===== config.mk =====
export PLATFORM = sky130hd
export DESIGN_NAME = hex_dump_int16_vector_parser
export DESIGN_NICKNAME = d
export VERILOG_FILES = /design/src/hdp_pkg.sv /design/src/hex_dump_int16_vector_parser.sv /design/src/hdp_front.sv /design/src/hdp_queue.sv /design/src/hdp_back.sv
export VERILOG_INCLUDE_DIRS = /design/src /design/src/src
export SDC_FILE = /design/constraint.sdc
export NUM_CORES = 2
export LEC_CHECK = 0
export BUFFER_PORTS_ARGS = -buffer_cell sky130_fd_sc_hd__buf_4
export CAP_MARGIN = 20
export CORE_UTILIZATION = 50
export CTS_BUF_LIST = sky130_fd_sc_hd__clkbuf_4 sky130_fd_sc_hd__clkbuf_8 sky130_fd_sc_hd__clkbuf_16
export CTS_CLUSTER_SIZE = 40
export DETAILED_ROUTE_END_ITERATION = 12
export PLACE_DENSITY = 0.67
export SYNTH_ARGS = -nofsm -noshare
export SYNTH_HDL_FRONTEND = slang
export SYNTH_SLANG_ARGS = --single-unit

===== constraint.sdc =====
create_clock -name clk_i -period 16.4 [get_ports clk_i]
set_input_delay 0 -clock clk_i [delete_from_list [all_inputs] [get_ports clk_i]]
set_output_delay 0 -clock clk_i [all_outputs]
set_load 0.005 [all_outputs]

===== src/hex_dump_int16_vector_parser_assert.svh =====
// Assertion macros for the RTL. Clock is clk_i, reset is rst_ni (active low).
`ifndef HEX_DUMP_INT16_VECTOR_PARSER_ASSERT_SVH
`define HEX_DUMP_INT16_VECTOR_PARSER_ASSERT_SVH

// Consequent checked in the same cycle as the antecedent
`define HDP_ASSERT_SAME(lbl, ante, cons) \
  lbl: assert property (@(posedge clk_i) disable iff (!rst_ni) (ante) |-> (cons)) \
    else $error("hdp assertion failed");

// Consequent checked in the cycle after the antecedent
`define HDP_ASSERT_NEXT(lbl, ante, cons) \
  lbl: assert property (@(posedge clk_i) disable iff (!rst_ni) (ante) |=> (cons)) \
    else $error("hdp assertion failed");

`endif


===== src/hdp_pkg.sv =====
package hdp_pkg;

  // Dump geometry
  localparam int unsigned DumpBytes     = 6;
  localparam int unsigned QueueDepthDef = 2;
  localparam logic [15:0] ScaleReset    = 16'd1;

  // Separator characters
  localparam logic [7:0] ChSpace = 8'h20;
  localparam logic [7:0] ChTab   = 8'h09;
  localparam logic [7:0] ChLf    = 8'h0A;
  localparam logic [7:0] ChCr    = 8'h0D;

  // One parse outcome handed from front to back
  typedef struct packed {
    logic                          ok;
    logic [DumpBytes-1:0][7:0]     bytes;
  } hdp_entry_t;

  function automatic logic is_sep(input logic [7:0] c);
    return (c == ChSpace) || (c == ChTab) || (c == ChLf) || (c == ChCr);
  endfunction

  // Returns {is_digit, nibble}
  function automatic logic [4:0] hex_digit(input logic [7:0] c);
    logic [4:0] r;
    r = 5'd0;
    if (c >= 8'h30 && c <= 8'h39) r = {1'b1, 4'(c - 8'h30)};
    else if (c >= 8'h61 && c <= 8'h66) r = {1'b1, 4'(c - 8'h57)};
    else if (c >= 8'h41 && c <= 8'h46) r = {1'b1, 4'(c - 8'h37)};
    return r;
  endfunction

endpackage


===== src/hex_dump_int16_vector_parser.sv =====
// Hex dump to three-axis vector parser. Takes one character per clock on the slave stream
// (tuser flags the first character of a dump) and, once six space/tab/CR/LF separated hex bytes
// are complete, returns one word: three little-endian signed 16-bit axes times lsb_scale
// (APB register at address 0, reset 1); a malformed or short dump returns one word with the
// valid flag clear and zero axes. A result word passes through the result queue and the output
// register before it leaves the master stream; the parser, a QueueDepth-entry result queue and
// the output register let characters keep flowing at one per clock while up to QueueDepth result
// words wait downstream. Write lsb_scale only while no dump result is outstanding.
module hex_dump_int16_vector_parser #(
  parameter int unsigned QueueDepth = hdp_pkg::QueueDepthDef
) (
  input  logic         clk_i,
  input  logic         rst_ni,
  // Character stream
  input  logic         s_axis_tvalid,
  output logic         s_axis_tready,
  input  logic [7:0]   s_axis_tdata,   // [7:0] char_code
  input  logic [0:0]   s_axis_tuser,   // [0] first_char
  // Result stream
  output logic         m_axis_tvalid,
  input  logic         m_axis_tready,
  output logic [95:0]  m_axis_tdata,   // [31:0] axis_x, [63:32] axis_y, [95:64] axis_z
  output logic [0:0]   m_axis_tuser,   // [0] valid_dump
  // Configuration
  input  logic         psel,
  input  logic         penable,
  input  logic         pwrite,
  input  logic [2:0]   paddr,
  input  logic [31:0]  pwdata,
  output logic [31:0]  prdata,
  output logic         pready
);
  import hdp_pkg::*;

  logic               q_ready, push, pop, head_valid;
  hdp_entry_t         entry, head;
  logic [15:0]        lsb_scale_q;
  logic signed [31:0] ax, ay, az;

  // Configuration register
  assign pready = 1'b1;
  always_ff @(posedge clk_i or negedge rst_ni) begin
    if (!rst_ni) begin
      lsb_scale_q <= ScaleReset;
    end else if (psel && penable && pwrite && pready && !paddr[2]) begin
      lsb_scale_q <= pwdata[15:0];
    end
  end
  assign prdata = paddr[2] ? 32'd0 : {16'd0, lsb_scale_q};

  hdp_front u_front (
    .clk_i        (clk_i),
    .rst_ni       (rst_ni),
    .in_valid_i   (s_axis_tvalid),
    .char_code_i  (s_axis_tdata),
    .first_char_i (s_axis_tuser[0]),
    .q_ready_i    (q_ready),
    .in_ready_o   (s_axis_tready),
    .push_o       (push),
    .entry_o      (entry)
  );

  hdp_queue #(
    .Depth (QueueDepth)
  ) u_queue (
    .clk_i        (clk_i),
    .rst_ni       (rst_ni),
    .push_i       (push),
    .push_entry_i (entry),
    .ready_o      (q_ready),
    .pop_i        (pop),
    .head_valid_o (head_valid),
    .head_o       (head)
  );

  hdp_back u_back (
    .clk_i        (clk_i),
    .rst_ni       (rst_ni),
    .head_valid_i (head_valid),
    .head_i       (head),
    .lsb_scale_i  (lsb_scale_q),
    .pop_o        (pop),
    .out_valid_o  (m_axis_tvalid),
    .out_ready_i  (m_axis_tready),
    .valid_dump_o (m_axis_tuser[0]),
    .axis_x_o     (ax),
    .axis_y_o     (ay),
    .axis_z_o     (az)
  );

  assign m_axis_tdata = {az, ay, ax};

endmodule


===== src/hdp_front.sv =====
module hdp_front (
  input  logic                clk_i,
  input  logic                rst_ni,
  input  logic                in_valid_i,
  input  logic [7:0]          char_code_i,
  input  logic                first_char_i,
  input  logic                q_ready_i,
  output logic                in_ready_o,
  output logic                push_o,
  output hdp_pkg::hdp_entry_t entry_o
);
  import hdp_pkg::*;

  typedef enum logic [3:0] {
    PH_DONE = 4'b0001,
    PH_SEP  = 4'b0010,
    PH_ONE  = 4'b0100,
    PH_TWO  = 4'b1000
  } hdp_phase_e;

  localparam logic [2:0] LastByte = 3'(DumpBytes - 1);

  hdp_phase_e phase_q, phase_d, phase_eff;
  logic [2:0] count_q, count_d, count_eff;
  logic [7:0] part_q, part_d, part_eff;
  logic [7:0] store_q [DumpBytes];
  logic       store_we;
  logic       accept;
  logic       sep;
  logic [4:0] dig;
  logic       end_tok, fail;

  assign in_ready_o = q_ready_i;
  assign accept     = in_valid_i && q_ready_i;
  assign sep        = is_sep(char_code_i);
  assign dig        = hex_digit(char_code_i);

  // A first character restarts the parse before it is examined
  assign phase_eff = first_char_i ? PH_SEP : phase_q;
  assign count_eff = first_char_i ? 3'd0 : count_q;
  assign part_eff  = first_char_i ? 8'd0 : part_q;

  // Token parsing
  always_comb begin
    phase_d  = phase_q;
    count_d  = count_q;
    part_d   = part_q;
    end_tok  = 1'b0;
    fail     = 1'b0;
    store_we = 1'b0;
    push_o   = 1'b0;
    entry_o  = '0;
    if (accept) begin
      phase_d = phase_eff;
      count_d = count_eff;
      part_d  = part_eff;
      case (phase_eff)
        PH_SEP: begin
          if (!sep) begin
            if (dig[4]) begin
              part_d  = {4'd0, dig[3:0]};
              phase_d = PH_ONE;
            end else begin
              fail = 1'b1;
            end
          end
        end
        PH_ONE: begin
          if (dig[4]) begin
            part_d  = {part_eff[3:0], dig[3:0]};
            phase_d = PH_TWO;
          end else begin
            end_tok = 1'b1;
          end
        end
        PH_TWO: begin
          if (dig[4]) fail = 1'b1;
          else end_tok = 1'b1;
        end
        PH_DONE: ;
        default: phase_d = PH_DONE;
      endcase

      // Byte complete: store it, then finish or carry on
      if (end_tok) begin
        store_we = 1'b1;
        count_d  = count_eff + 3'd1;
        part_d   = 8'd0;
        if (count_eff == LastByte) begin
          push_o     = 1'b1;
          entry_o.ok = 1'b1;
          for (int i = 0; i < DumpBytes - 1; i++) entry_o.bytes[i] = store_q[i];
          entry_o.bytes[DumpBytes-1] = part_eff;
          phase_d    = PH_DONE;
        end else if (sep) begin
          phase_d = PH_SEP;
        end else begin
          fail = 1'b1;
        end
      end

      if (fail) begin
        push_o  = 1'b1;
        entry_o = '0;
        phase_d = PH_DONE;
      end
    end
  end

  always_ff @(posedge clk_i or negedge rst_ni) begin
    if (!rst_ni) begin
      phase_q <= PH_DONE;
      count_q <= 3'd0;
      part_q  <= 8'd0;
    end else begin
      phase_q <= phase_d;
      count_q <= count_d;
      part_q  <= part_d;
    end
  end

  // Byte store, no reset: each entry is written before the dump reads it
  always_ff @(posedge clk_i) begin
    if (store_we && count_eff != LastByte) store_q[count_eff] <= part_eff;
  end

endmodule


===== src/hdp_queue.sv =====
`include "hex_dump_int16_vector_parser_assert.svh"

module hdp_queue #(
  parameter int unsigned Depth = hdp_pkg::QueueDepthDef
) (
  input  logic                clk_i,
  input  logic                rst_ni,
  input  logic                push_i,
  input  hdp_pkg::hdp_entry_t push_entry_i,
  output logic                ready_o,
  input  logic                pop_i,
  output logic                head_valid_o,
  output hdp_pkg::hdp_entry_t head_o
);
  import hdp_pkg::*;

  // Depth of 2 or more
  localparam int unsigned PtrW = $clog2(Depth);
  localparam int unsigned CntW = $clog2(Depth + 1);

  hdp_entry_t      mem_q [Depth];
  logic [PtrW-1:0] wr_q, rd_q;
  logic [CntW-1:0] count_q;
  logic            push, pop;

  assign ready_o      = count_q != CntW'(Depth);
  assign head_valid_o = count_q != '0;
  assign head_o       = mem_q[rd_q];
  assign push         = push_i && ready_o;
  assign pop          = pop_i && head_valid_o;

  function automatic logic [PtrW-1:0] next_ptr(input logic [PtrW-1:0] p);
    return (p == PtrW'(Depth - 1)) ? '0 : p + 1'b1;
  endfunction

  // Pointers and fill count
  always_ff @(posedge clk_i or negedge rst_ni) begin
    if (!rst_ni) begin
      wr_q    <= '0;
      rd_q    <= '0;
      count_q <= '0;
    end else begin
      if (push) wr_q <= next_ptr(wr_q);
      if (pop) rd_q <= next_ptr(rd_q);
      if (push && !pop) count_q <= count_q + 1'b1;
      else if (pop && !push) count_q <= count_q - 1'b1;
    end
  end

  // Word storage
  always_ff @(posedge clk_i) begin
    if (push) mem_q[wr_q] <= push_entry_i;
  end

  `HDP_ASSERT_SAME(a_pop_not_empty, pop_i, count_q != '0)
  `HDP_ASSERT_NEXT(a_fill_up, push && !pop, count_q == $past(count_q) + 1'b1)
  `HDP_ASSERT_NEXT(a_fill_down, pop && !push, count_q == $past(count_q) - 1'b1)

endmodule


===== src/hdp_back.sv =====
module hdp_back (
  input  logic                clk_i,
  input  logic                rst_ni,
  input  logic                head_valid_i,
  input  hdp_pkg::hdp_entry_t head_i,
  input  logic [15:0]         lsb_scale_i,
  output logic                pop_o,
  output logic                out_valid_o,
  input  logic                out_ready_i,
  output logic                valid_dump_o,
  output logic signed [31:0]  axis_x_o,
  output logic signed [31:0]  axis_y_o,
  output logic signed [31:0]  axis_z_o
);
  import hdp_pkg::*;

  logic               out_valid_q;
  logic               ok_q;
  logic signed [31:0] x_q, y_q, z_q;

  // Little-endian signed 16-bit value times unsigned scale, low 32 bits
  function automatic logic signed [31:0] scale_axis(input logic [7:0] lo,
                                                     input logic [7:0] hi,
                                                     input logic [15:0] s);
    logic signed [32:0] p;
    p = $signed({hi, lo}) * $signed({1'b0, s});
    return p[31:0];
  endfunction

  assign pop_o = head_valid_i && (!out_valid_q || out_ready_i);

  // Output word register
  always_ff @(posedge clk_i or negedge rst_ni) begin
    if (!rst_ni) begin
      out_valid_q <= 1'b0;
    end else if (pop_o) begin
      out_valid_q <= 1'b1;
    end else if (out_ready_i) begin
      out_valid_q <= 1'b0;
    end
  end

  always_ff @(posedge clk_i) begin
    if (pop_o) begin
      ok_q <= head_i.ok;
      x_q  <= scale_axis(head_i.bytes[0], head_i.bytes[1], lsb_scale_i);
      y_q  <= scale_axis(head_i.bytes[2], head_i.bytes[3], lsb_scale_i);
      z_q  <= scale_axis(head_i.bytes[4], head_i.bytes[5], lsb_scale_i);
    end
  end

  assign out_valid_o  = out_valid_q;
  assign valid_dump_o = ok_q;
  assign axis_x_o     = x_q;
  assign axis_y_o     = y_q;
  assign axis_z_o     = z_q;

endmodule


==> results by group <==
Floorplan
  – Io pins: approximately 180
  – Core box area: 71700 um2
  – DIE WIDTH: roughly 270 um
  – Rows: 98
  – Initial core utilization: roughly half
  – Die Footprint: approximately 74000 um2
  – Die height: approximately 270 um

Synthesis
  – Sequential-to-total area share from yosys stat: between 20% and 30%
  – Synthesized instance count: 3608
  – FF+latch count, synth: between 200 and 300
  – Mean post-synth cell area: ~10 um2
  – Post-synth top cells: 750 x inv_1, 582 x fa_1, 405 x nand2_1
  – Synth Warn #: 0
  – Synth area leader: fa_1
  – Top-area cell type share of the netlist area: around 32%
  – Number of flops mapped to enable cells by yosys: between 200 and 250
  – Yosys cell types: approximately 80
  – Post-Syn Area: around 36000 um2
  – Most common cell in the synthesized netlist: inv_1
  – Synth Flop Type: edfxtp_1
  – Largest cells by area after synthesis: fa_1 32%, edfxtp_1 19%, ha_1 12%, inv_1 7.8%, and2_1 4.4%
  – Synth async-reset ratio: 13.3%

Final layout
  – Fin util: between 50% and 60%
  – Synth-to-layout area growth: 9.12%
  – Non-filler cells, final: between 4000 and 5000
  – Number of diodes: 0
  – Share of layout cells above drive strength 1: a little under a tenth
  – Fillers: about 6300
  – NumNets Final: between 4000 and 5000

Clocking
  – Total setup buffers inserted after CTS: 0
  – Max clock buf depth: 3
  – CTS resizes: 0
  – TritonCTS clock tree: done
  – Worst-path clk slew: ~0.06 ns
  – Cts hold-fix bufs: 29
  – Clock Latency Late Sink: around 0.57 ns
  – Sink Count: between 200 and 300
  – Root Buffer: clkbuf_16
  – CTS Buf Count: 34
  – H-tree Lvls: 2

Critical path
  – Worst-path maximum fanout: 50
  – Critical Path Sink: u_back.axis_y_o[31]
  – Crit path kind: flip-flop to flip-flop
  – Arrival time at the worst endpoint: between 8 and 9 ns
  – Worst setup path startpoint: u_queue.rd_q
  – Worst r2r dst: u_back.axis_y_o[31]
  – Worst R2R Setup Slack: approximately 8.6 ns
  – Worst R2R Path Depth: 22
  – Critical Path Sink Type: flip-flop
  – CP required: between 15 and 20 ns
  – FF-to-FF Start: u_queue.rd_q
  – CP startpoint kind: flip-flop

Detailed routing
  – Vias per inst: roughly 5.2
  – Post-DR wirelength/cell: about 17 um
  – Residual DRC count: 0
  – Total number of vias: 24393
  – Routed wire length: 80600 um
  – 1st-iter DRT viols: 1504
  – Post-DRT Antenna Nets: 0
  – First drt pass iteration count: 5

STA
  – TNS Setup: 0 ns
  – Crit share post-route: 47.5%
  – Tightest Pin Transition: ~1.1 ns
  – Slew margin rel.: 28.1%
  – Post-route minimum period: between 7 and 8 ns
  – Worst hold margin: -0.0111 ns
  – Final hold violation count: 3
  – Peak Freq: about 0.13 GHz
  – RSZ-0062 raised after global routing: no
  – Max-slew violation count: 0
  – Max Clock Skew: between 0.02 and 0.03 ns
  – Final Setup Violations: 0

Placed design
  – DP HPWL: 56400 um
  – Cell count after placement: around 4600
  – GPL Wtd Cong: about 0.83
  – IO Port Bufs: between 100 and 150

GRT
  – First-pass GRT wire length: about 130000 um
  – GRT Total Usage: 22.7%
  – Antenna violations before repair: 0
  – Vias in the first global route: around 26000
  – Grt ovf: 0
  – Largest net degree at the start of global routing: 59

Hold path
  – Min-Delay Path Class: input pin to async pin

Run
  – Max-cap violations: 0

Run status
  – Status: complete, but fails checks
  – Failing checks: hold timing
==> worst max-delay path, stage by stage (launching register included) <==
cell	delay, ns
dfrtp_2	0.33
buf_4	0.59
mux2i_2	0.95
nor2b_1	0.16
fa_1	0.57
inv_1	0.05
fa_1	0.47
fa_1	0.52
inv_1	0.06
fa_1	0.50
fa_1	0.49
inv_1	0.05
fa_1	0.47
inv_1	0.04
ha_1	0.35
and3_1	0.22
nand2_1	0.06
o311ai_1	0.47
nand2_1	0.18
a31oi_1	0.32
a211oi_1	0.19
a21oi_1	0.24
xnor2_1	0.15
==> kinds of logic (layout without fill, tap and decap cells) <==
group | after synthesis | after routing | share of synthesized area [%]
simple gates | 1054 | 1054 | 14.7
other cells | 2 | 17 | 0.0207
buf+inv | 920 | 1021 | 9.70
fa+ha+maj | 941 | 941 | 44.4
xor+xnor | 92 | 92 | 2.22
compound gates | 260 | 260 | 4.89
flops | 271 | 271 | 21.9
mux | 68 | 68 | 2.06
==> layout by cell type (no fill, tap or decap), drive strengths merged, types with 14 or more instances in the layout <==
master,n
inv,755
fa,582
nand2,405
ha,359
and2,256
edfxtp,235
buf,180
nor2b,147
nor2,90
a21oi,70
xnor2,64
mux2,54
o21ai,42
clkbuf,42
nand2b,37
dfrtp,34
a21o,31
dlygate4sd3,29
or2,29
xor2,28
nand3,19
conb,17
nor3,17
o21a,14
mux2i,14
==> stage by stage <==
| step | area [um2] | worst slack (ns) |
|---|---|---|
| after global routing | 39600 | 8.15 |
| final | 39600 | 8.61 |
| after detailed placement | 38200 | 8.62 |
| after global placement | 38200 | 8.69 |
| after floorplan | 36400 | 9.34 |
| after CTS | 39600 | 8.59 |
==> layer usage <==
metal | routed length, um | vias up | track usage, % | part of all wire [%]
met5 | 0 | - | 0 | 0
met4 | 1370 | 0 | 4.64 | 1.7
met3 | 4730 | 96 | 3.73 | 5.9
met2 | 38900 | 570 | 38.1 | 48
met1 | 35600 | 12424 | 31.1 | 44
li1 | - | 11303 | - | -
==> worst min path at each step <==
stage | from | endpoint | slack (ns) | cells past startpoint
3_3_place_gp | rst_ni | u_front.count_q[2] | 0.06 | 1
2_1_floorplan | rst_ni | lsb_scale_q[10] | -0.30 | 0
6_report | rst_ni | u_front.part_q[3] | -0.01 | 2
5_1_grt | rst_ni | u_front.part_q[3] | 0.03 | 2
3_5_place_dp | rst_ni | u_front.part_q[2] | 0.06 | 1
4_1_cts | rst_ni | u_front.part_q[2] | 0.01 | 2
==> cell type report <==
class / instances / area, um2 / area share (%)
repair buffers: 209 / 1640 / 4.14
inverters: 751 / 2820 / 7.12
flip-flops and latches: 271 / 7960 / 20.1
well taps: 950 / 1190 / 3.00
multi-input cells: 2432 / 24900 / 62.9
clock buffers: 42 / 928 / 2.34
clock inverters: 19 / 175 / 0.442
==> registers in the layout (all words and copies together) (netlist names) <==
signal,cells
u_queue.mem_q,98
u_front.store_q,40
u_back.axis_x_o,32
u_back.axis_y_o,32
u_back.axis_z_o,32
lsb_scale_q,16
u_front.part_q,8
u_front.phase_q,4
u_front.count_q,3
u_queue.count_q,2
u_back.out_valid_o,1
u_back.valid_dump_o,1
u_queue.rd_q,1
u_queue.wr_q,1
Power is not shown: default switching activity piles up to over one toggle a cycle in this logic, so the estimate is an artifact.
